### src/design/assert_macros.svh
// Assertion helpers used by the top-level design file.
`ifndef ASSERT_MACROS_SVH
`define ASSERT_MACROS_SVH
`ifndef SYNTHESIS
`define ASSERT_ALWAYS(lbl, clk, rst_n, expr) \
    lbl: assert property (@(posedge clk) disable iff (!rst_n) (expr)) \
        else $error("assertion failed");
`define ASSERT_IMPLY(lbl, clk, rst_n, ante, cons) \
    lbl: assert property (@(posedge clk) disable iff (!rst_n) (ante) |-> (cons)) \
        else $error("assertion failed");
`else
`define ASSERT_ALWAYS(lbl, clk, rst_n, expr)
`define ASSERT_IMPLY(lbl, clk, rst_n, ante, cons)
`endif
`endif

### src/design/pee_pkg.sv
package pee_pkg;

    localparam int STACK_DEPTH = 64;
    localparam int FRAC_BITS   = 16;
    localparam int AW          = $clog2(STACK_DEPTH);
    localparam int SPW         = $clog2(STACK_DEPTH + 1);
    localparam int DIV_W       = 32 + FRAC_BITS;
    localparam int MIN_LENGTH  = 5;
    localparam int REDUCE_SPAN = 4;

    localparam logic [7:0] ASCII_ZERO = 8'd48;
    localparam logic [7:0] ASCII_NINE = 8'd57;
    localparam logic [7:0] CH_OPEN    = 8'h28;
    localparam logic [7:0] CH_CLOSE   = 8'h29;
    localparam logic [7:0] CH_PLUS    = 8'h2B;
    localparam logic [7:0] CH_MINUS   = 8'h2D;
    localparam logic [7:0] CH_TIMES   = 8'h2A;
    localparam logic [7:0] CH_SLASH   = 8'h2F;
    localparam logic [7:0] COUNT_MAX  = 8'hFF;

    localparam logic [1:0] ST_OK     = 2'd0;
    localparam logic [1:0] ST_DIV0   = 2'd1;
    localparam logic [1:0] ST_SYNTAX = 2'd2;

    typedef enum logic [3:0] {
        S_IDLE, S_GET_B, S_GET_OP, S_GET_A, S_EXEC, S_MUL, S_DIV,
        S_WR, S_DONE, S_FRD, S_FIN
    } t_state;

    function automatic logic signed [31:0] sat32(input logic signed [63:0] v);
        logic signed [63:0] hi;
        logic signed [63:0] lo;
        hi = 64'sh0000_0000_7FFF_FFFF;
        lo = -64'sh0000_0000_8000_0000;
        if (v > hi) begin
            return 32'sh7FFF_FFFF;
        end else if (v < lo) begin
            return 32'sh8000_0000;
        end
        return v[31:0];
    endfunction

endpackage

### src/design/pee_div.sv
module pee_div
    import pee_pkg::*;
(
    input  logic               i_clk,
    input  logic               i_rst_n,
    input  logic               i_start,
    input  logic signed [31:0] i_num,
    input  logic signed [31:0] i_den,
    output logic               o_done,
    output logic signed [31:0] o_quot
);

    localparam int CW = $clog2(DIV_W + 1);

    logic             r_busy;
    logic             r_done;
    logic [CW-1:0]    r_cnt;
    logic [31:0]      r_rem;
    logic [DIV_W-1:0] r_quo;
    logic [31:0]      r_den;
    logic             r_neg;

    logic [32:0] rem_sh;
    logic        ge;
    logic [31:0] num_mag;
    logic [31:0] den_mag;

    assign num_mag = i_num[31] ? 32'(-i_num) : i_num;
    assign den_mag = i_den[31] ? 32'(-i_den) : i_den;
    assign rem_sh  = {r_rem, r_quo[DIV_W-1]};
    assign ge      = rem_sh >= {1'b0, r_den};

    always_ff @(posedge i_clk) begin
        if (!i_rst_n) begin
            r_busy <= 1'b0;
            r_done <= 1'b0;
            r_cnt  <= '0;
        end else begin
            r_done <= 1'b0;
            if (i_start) begin
                r_busy <= 1'b1;
                r_cnt  <= '0;
            end else if (r_busy) begin
                r_cnt <= r_cnt + 1'b1;
                if (r_cnt == CW'(DIV_W - 1)) begin
                    r_busy <= 1'b0;
                    r_done <= 1'b1;
                end
            end
        end
    end

    // Restoring division, one quotient bit per cycle, on magnitudes.
    always_ff @(posedge i_clk) begin
        if (i_start) begin
            r_rem <= '0;
            r_quo <= {num_mag, {FRAC_BITS{1'b0}}};
            r_den <= den_mag;
            r_neg <= i_num[31] ^ i_den[31];
        end else if (r_busy) begin
            r_rem <= ge ? 32'(rem_sh - {1'b0, r_den}) : rem_sh[31:0];
            r_quo <= {r_quo[DIV_W-2:0], ge};
        end
    end

    always_comb begin
        if (!r_neg && r_quo > DIV_W'(32'h7FFF_FFFF)) begin
            o_quot = 32'sh7FFF_FFFF;
        end else if (r_neg && r_quo > DIV_W'(33'h0_8000_0000)) begin
            o_quot = 32'sh8000_0000;
        end else if (r_neg) begin
            o_quot = 32'(-r_quo[31:0]);
        end else begin
            o_quot = r_quo[31:0];
        end
    end

    assign o_done = r_done;

endmodule

### config.mk
export PLATFORM = sky130hd
export DESIGN_NAME = pee_div
export DESIGN_NICKNAME = d
export VERILOG_FILES = /design/src/design/assert_macros.svh /design/src/design/pee_pkg.sv /design/src/design/pee_div.sv
export SDC_FILE = /design/constraint.sdc
export NUM_CORES = 1
export LEC_CHECK = 0
export BUFFER_PORTS_ARGS = -buffer_cell sky130_fd_sc_hd__buf_2
export CELL_PAD_IN_SITES_DETAIL_PLACEMENT = 0
export CELL_PAD_IN_SITES_GLOBAL_PLACEMENT = 1
export CORE_UTILIZATION = 35
export CTS_CLUSTER_DIAMETER = 60
export DETAILED_ROUTE_END_ITERATION = 12
export PLACE_DENSITY = 0.76
export SYNTH_ARGS = -nofsm -noshare
export SYNTH_HDL_FRONTEND = slang
export SYNTH_SLANG_ARGS = --single-unit
export TNS_END_PERCENT = 10
### constraint.sdc
create_clock -name i_clk -period 3.2 [get_ports i_clk]
set_clock_uncertainty 0.1 [all_clocks]
set_input_delay 0.16 -clock i_clk [delete_from_list [all_inputs] [get_ports i_clk]]
set_output_delay 0.16 -clock i_clk [all_outputs]
set_load 0.005 [all_outputs]
# Word-level counts from Yosys, hierarchy flattened
# Index checks and enable logic that the tools add are counted.
[op_classes]
addsub = 5
n_bitwise = 3
reduce_logical = 6
magnitude_cmp = 3
eq_ne = 1
mux = 12
[ops]
columns = ["operator", "count"]
rows = [
  ["$mux 32", 5],
  ["$mux 48", 2],
  ["$neg 32->32", 3],
  ["$gt 48x31->1 const B", 1],
  ["$gt 48x32->1 const B", 1],
  ["$ge 33x32->1", 1],
  ["$sub 32x32->32", 1],
  ["$mux 31", 1],
  ["$add 6x1->6 const B", 1],
  ["$eq 6x6->1 const B", 1],
  ["$mux 1", 4],
  ["$reduce_or 3->1", 1],
  ["$logic_and 1x1->1", 2],
  ["$not 1->1", 2],
  ["$reduce_bool 2->1", 1],
  ["$reduce_or 2->1", 1],
  ["$logic_not 1->1", 1],
  ["$xor 1x1->1", 1],
]
[totals]
inputBits = 67
register_bits = 121
wordCells = 39

# Longest topological paths before layout
[logic_depth]
word_depth = 4
depth_mapped = 13
depth_no_buf = 12

# Worst setup path after synthesis
# OpenSTA, ideal clock, no wires.
[synth_timing]
path_kind = "reg2out"
startpoint = "reg r_quo[6]"
endpoint = "out o_quot[27]"
setup_slack_ns = 0.061
t_arrival_ns = 2.879
required_ns = 2.940
stages_incl_launch_ff = 10
cell_sequence = "dfxtp_1 -> or4_4 -> or4_4 -> or3_4 -> or4_4 -> or2_4 -> o41ai_4 -> o21ai_1 -> a21oi_1 -> nor2_1"
[synth_via]
elab_chain_len = 4
[synth_lines]
columns = ["item", "line_no", "text"]
rows = [
  ["start: declaration", "pee_div.sv:19", "logic [DIV_W-1:0] r_quo;"],
  ["start signal: assignment", "pee_div.sv:57", "r_quo <= {num_mag, {FRAC_BITS{1'b0}}};"],
  ["start signal: assignment", "pee_div.sv:62", "r_quo <= {r_quo[DIV_W-2:0], ge};"],
  ["$neg 32->32 or $gt 48x32->1 (tied branches)", "pee_div.sv:72, pee_div.sv:69", ""],
  ["$mux 32 or $logic_and 1x1->1 (tied branches)", "pee_div.sv:71, pee_div.sv:69", ""],
  ["$mux 32", "pee_div.sv:69", "end else if (r_neg && r_quo > DIV_W'(33'h0_8000_0000)) begin"],
  ["$mux 32 *", "pee_div.sv:67", "if (!r_neg && r_quo > DIV_W'(32'h7FFF_FFFF)) begin"],
  ["end: declaration", "pee_div.sv:10", "output logic signed [31:0] o_quot"],
]
# Every way passes the cells marked *; elsewhere a longest branch is shown, timed or not.

# Worst setup path in the final report
# Ends and elaborated chain as after synthesis.

==> impl_results.html <==
<table>
<tr><th>Metric</th><th>Value</th></tr>
<tr><th colspan="2">Cells and area</th></tr>
<tr><td>Number of fillers in the final layout</td><td>2425</td></tr>
<tr><td>Total number of nets in the final design</td><td>1238</td></tr>
<tr><td>P&amp;R area growth vs syn</td><td>23.75%</td></tr>
<tr><td>Final core utilization</td><td>44.05%</td></tr>
<tr><td>Layout cells sized above 1</td><td>17.52%</td></tr>
<tr><td>Final standard cell area without fillers</td><td>0.01068 mm2</td></tr>
<tr><th colspan="2">Synth</th></tr>
<tr><td>Most instantiated flip-flop cell in the synthesis netlist</td><td>sky130_fd_sc_hd__edfxtp_1</td></tr>
<tr><td>Count of different cell masters after synthesis</td><td>68</td></tr>
<tr><td>Largest cells by area after synthesis</td><td>sky130_fd_sc_hd__edfxtp_1 (23%), sky130_fd_sc_hd__dfxtp_1 (13%), sky130_fd_sc_hd__xor2_1 (6.4%)</td></tr>
<tr><td>Post-Synthesis Cells</td><td>1001</td></tr>
<tr><td>Yosys warning total</td><td>0</td></tr>
<tr><td>Number of nets in the synthesized netlist</td><td>1105</td></tr>
<tr><td>Share of the yosys chip area belonging to registers</td><td>35.60%</td></tr>
<tr><td>Number of flops mapped to enable cells by yosys</td><td>65</td></tr>
<tr><td>Register bit count reported by yosys</td><td>121</td></tr>
<tr><td>Fraction of synthesis flops using an asynchronous set or reset pin</td><td>0%</td></tr>
<tr><td>Area of the mapped netlist</td><td>0.008631 mm2</td></tr>
<tr><td>Proportion of netlist area held by the largest area contributor</td><td>22.62%</td></tr>
<tr><td>Dominant cell type by area after synthesis</td><td>sky130_fd_sc_hd__edfxtp_1</td></tr>
<tr><td>Average footprint of a synthesized cell</td><td>8.622 um2</td></tr>
<tr><th colspan="2">Power</th></tr>
<tr><td>PD cells</td><td>501.8 mW/mm2</td></tr>
<tr><td>Highest ir drop seen on vdd</td><td>0.2902 mV</td></tr>
<tr><td>Leakage</td><td>0.004332 uW</td></tr>
<tr><th colspan="2">Floorplanning</th></tr>
<tr><td>Number of placement rows</td><td>57</td></tr>
<tr><td>Width of the die</td><td>159.0 um</td></tr>
<tr><td>DIE HEIGHT</td><td>159.0 um</td></tr>
<tr><td>I/O pin cnt</td><td>100</td></tr>
<tr><td>Starting Density</td><td>35.59%</td></tr>
<tr><td>Area of the die</td><td>0.02529 mm2</td></tr>
<tr><td>Placeable core area</td><td>0.02425 mm2</td></tr>
<tr><th colspan="2">Clock network</th></tr>
<tr><td>Clock Tree Buf Depth</td><td>2</td></tr>
<tr><td>Number of levels the H-tree was split into</td><td>4</td></tr>
<tr><td>TritonCTS clock tree</td><td>built</td></tr>
<tr><td>CTS buffer count</td><td>17</td></tr>
<tr><td>Number of clock sinks seen by CTS</td><td>121</td></tr>
<tr><td>Clock transition at the register clock pins on the worst setup and hold paths after CTS</td><td>0.06 ns</td></tr>
<tr><td>Library cell used as clock root buffer</td><td>sky130_fd_sc_hd__clkbuf_16</td></tr>
<tr><td>Post-CTS setup-driven buffer insertion count</td><td>0</td></tr>
<tr><td>Insertion delay to the later sink of the worst-skew pair</td><td>0.42 ns</td></tr>
<tr><th colspan="2">Global route</th></tr>
<tr><td>Pin count of the biggest net entering global routing</td><td>72</td></tr>
<tr><td>Total routing usage reported by global routing</td><td>17.31%</td></tr>
<tr><td>Grt peak-use layer</td><td>met2</td></tr>
<tr><td>Remaining global-route overflow</td><td>0</td></tr>
<tr><td>Wire length of the first global-routing pass</td><td>36.07 mm</td></tr>
<tr><td>Initial antenna violation count</td><td>0</td></tr>
<tr><td>Met3 Use GR</td><td>2.970%</td></tr>
<tr><td>Met2 routing resource usage after global routing</td><td>27.45%</td></tr>
<tr><td>M1 GR Usage</td><td>24.41%</td></tr>
<tr><td>Vias in the first global route</td><td>7185</td></tr>
<tr><th colspan="2">Timing</th></tr>
<tr><td>Final worst path period share</td><td>114.6%</td></tr>
<tr><td>RSZ-0062 raised after global routing</td><td>true</td></tr>
<tr><td>Slew @ Worst Pin</td><td>0.8722 ns</td></tr>
<tr><td>Setup slack after layout</td><td>-0.4677 ns</td></tr>
<tr><td>Final hold vios</td><td>0</td></tr>
<tr><td>Worst-case headroom to the max-slew limit</td><td>41.79%</td></tr>
<tr><td>Final Setup Violations</td><td>32</td></tr>
<tr><td>Setup TNS Final</td><td>-10.36 ns</td></tr>
<tr><td>Maximum achievable frequency</td><td>0.2726 GHz</td></tr>
<tr><td>Min Clock Period, post-route</td><td>3.668 ns</td></tr>
<tr><td>Max-slew violation count</td><td>0</td></tr>
<tr><th colspan="2">Worst setup path</th></tr>
<tr><td>Logic depth of the worst register-to-register path</td><td>14</td></tr>
<tr><td>Cell at the slowest stage of the critical path</td><td>sky130_fd_sc_hd__or4_4</td></tr>
<tr><td>Setup crit start kind</td><td>flop</td></tr>
<tr><td>Ordered list of cells on the worst path</td><td>or4_4 -&gt; or4_4 -&gt; or3_4 -&gt; or4_4 -&gt; or2_4 -&gt; o41ai_4 -&gt; buf_4 -&gt; a21oi_2 -&gt; nor2_1 -&gt; buf_2</td></tr>
<tr><td>Arrival @ worst endpoint</td><td>3.41 ns</td></tr>
<tr><td>Maximum cell stage delay along the critical path</td><td>0.52 ns</td></tr>
<tr><td>Path type of the worst setup path</td><td>flop to primary output</td></tr>
<tr><td>Worst setup EP type</td><td>primary output</td></tr>
<tr><td>Worst Path Max Fanout</td><td>4</td></tr>
<tr><td>Cell type with the highest occurrence count on the critical path</td><td>sky130_fd_sc_hd__or4_4</td></tr>
<tr><td>Critical path data required time</td><td>2.94 ns</td></tr>
<tr><th colspan="2">Drt</th></tr>
<tr><td>DR vias</td><td>7612</td></tr>
<tr><td>Number of routed nets with antenna violations</td><td>0</td></tr>
<tr><td>Number of violations reported at the end of detailed-routing iteration 0</td><td>679</td></tr>
<tr><td>Initial DRT Pass Iterations</td><td>8</td></tr>
<tr><td>Vias per cell</td><td>5.171</td></tr>
<tr><td>Wire per inst</td><td>14.66 um</td></tr>
<tr><td>Residual DRC</td><td>0</td></tr>
<tr><td>Total wirelength of the detailed-routed design</td><td>21.58 mm</td></tr>
<tr><th colspan="2">Placement</th></tr>
<tr><td>Worst slack after detailed placement</td><td>-0.1239 ns</td></tr>
<tr><td>Placed instance area</td><td>0.009679 mm2</td></tr>
<tr><td>Half-perimeter wire length after placement</td><td>15.47 mm</td></tr>
<tr><td>Total of buffers placed on input and output ports</td><td>99</td></tr>
<tr><td>GPL Wtd Cong</td><td>0.8617</td></tr>
<tr><th colspan="2">Min path</th></tr>
<tr><td>Path class of the lowest-slack min-delay path</td><td>input pin to flop</td></tr>
<tr><td>Number of cells traversed by the worst hold path</td><td>2</td></tr>
<tr><th colspan="2">Run status</th></tr>
<tr><td>Result of the run</td><td>complete, but fails checks</td></tr>
<tr><td>Violations in the final reports</td><td>negative setup slack</td></tr>
<tr><th colspan="2">Run</th></tr>
<tr><td>Max_cap viols</td><td>0</td></tr>
</table>
## critical path: cells and delay by family (launching register included)
kind | cells | cell delay [ns]
buf+inv | 2 | 0.27
flops | 1 | 0.32
simple gates | 6 | 2.14
compound gates | 2 | 0.26
## logic make-up (layout without fill, tap and decap cells)
family | after synthesis | count (layout) | share of synthesized area [%]
and+or+nand+nor | 299 | 299 | 16.80
AOI/OAI and AO/OA | 285 | 285 | 21.48
DFF | 121 | 121 | 35.60
xor gates and xnor gates | 116 | 116 | 11.77
buffers and inverters | 107 | 253 | 4.697
adders and majority gates | 37 | 37 | 5.451
muxes | 36 | 36 | 4.190
other | 0 | 1 | 0
## synthesized netlist by cell type, drive strengths merged (2+ instances only)
cell and n:
ha 36, o22ai 2, edfxtp 65, nor2 83
nand4 11, clkbuf 51, o211ai 3, nand2 105
nor2b 10, buf 7, nand2b 7, a311oi 2
or3b 2, nor4 6, nor3 15, xnor2 53
nand3 12, or2 6, o31ai 26, dfxtp 56
and2 2, and4 3, a21oi 39, a211oi 26
xor2 63, mux2i 35, inv 49, o41ai 17
a21boi 2, o21ai 110, a21o 18, o2111ai 3
o21a 10, and3 6, a22o 2, or4 15
or3 12, a31oi 8, o21bai 5
## sequential cells by signal (all words and copies together) (netlist names)
register / count
r_quo: 48
r_den: 32
r_rem: 32
r_cnt: 6
o_done: 1
r_busy: 1
r_neg: 1
## cells in the final DEF, fill, tap and decap left out, types with 7 or more instances in the layout
cell and n:
sky130_fd_sc_hd__nand2_1 105, sky130_fd_sc_hd__o21ai_0 104, sky130_fd_sc_hd__buf_2 98, sky130_fd_sc_hd__nor2_1 82
sky130_fd_sc_hd__edfxtp_1 65, sky130_fd_sc_hd__xor2_1 63, sky130_fd_sc_hd__dfxtp_1 54, sky130_fd_sc_hd__xnor2_1 53
sky130_fd_sc_hd__inv_1 49, sky130_fd_sc_hd__buf_4 39, sky130_fd_sc_hd__a21oi_1 37, sky130_fd_sc_hd__ha_1 36
sky130_fd_sc_hd__mux2i_1 35, sky130_fd_sc_hd__dlygate4sd3_1 32, sky130_fd_sc_hd__a211oi_1 26, sky130_fd_sc_hd__o31ai_1 24
sky130_fd_sc_hd__clkbuf_16 20, sky130_fd_sc_hd__a21o_1 18, sky130_fd_sc_hd__o41ai_1 13, sky130_fd_sc_hd__nor3_1 12
sky130_fd_sc_hd__nand3_1 12, sky130_fd_sc_hd__nand4_1 11, sky130_fd_sc_hd__or3_1 10, sky130_fd_sc_hd__or4_1 10
sky130_fd_sc_hd__nor2b_1 10, sky130_fd_sc_hd__o21a_1 10, sky130_fd_sc_hd__a31oi_1 8, sky130_fd_sc_hd__nand2b_1 7
## metal layers
| layer | wire [um] | share of wire [%] | up-vias |
|---|---|---|---|
| met4 | 267 | 1.2 | 0 |
| met3 | 931 | 4.3 | 20 |
| met1 | 10920 | 51 | 3519 |
| met2 | 9453 | 44 | 186 |
| li1 | - | - | 3887 |
| met5 | 0 | 0 | - |
## stage by stage
step                hold slack, ns  total power (uW)  std cells
finish                    0.007527              5360       1472
global route               0.01548              5642       1471
CTS                       0.001203              5380       1471
detailed placement          0.2863              3282       1407
global placement            0.2864              3276       1407
floorplan                   0.1589              2844       1001
## what timing repair did
action	CTS	global route
pin swaps	1	0
endpoints found under the setup margin	32	38
hold buffers	32	0
hold endpoints to repair	38	0
gates resized for setup	5	8
## final timing paths
check / slack, ns / to / startpoint
worst max-delay path: -0.47 / o_quot[27] / r_quo[6]
worst min-delay path: 0.008 / r_quo[47] / i_num[30]
worst max register to register: 0.21 / r_rem[26] / r_quo[47]
worst min register to register: 0.39 / r_rem[26] / r_rem[26]
## final cells by class
class | instances | area [um2] | area share (%)
Sequential cell | 121 | 3075 | 28.80
Multi-Input combinational cell | 773 | 5214 | 48.82
Inverter | 49 | 183.9 | 1.722
Timing Repair Buffer | 172 | 1164 | 10.90
Clock buffer | 21 | 504.2 | 4.721
Antenna cell | 1 | 2.502 | 0.02343
Clock inverter | 11 | 131.4 | 1.230
Tap cell | 324 | 405.4 | 3.796
## power breakdown
| group | switching (uW) | leakage [uW] | internal (uW) |
|---|---|---|---|
| Sequential | 110 | 0.00112 | 1790 |
| Combinational | 775 | 0.00291 | 627 |
| Clock | 760 | 0.000303 | 1290 |
| Total | 1650 | 0.00433 | 3710 |
No activity file was read; power rests on OpenSTA's default activity.
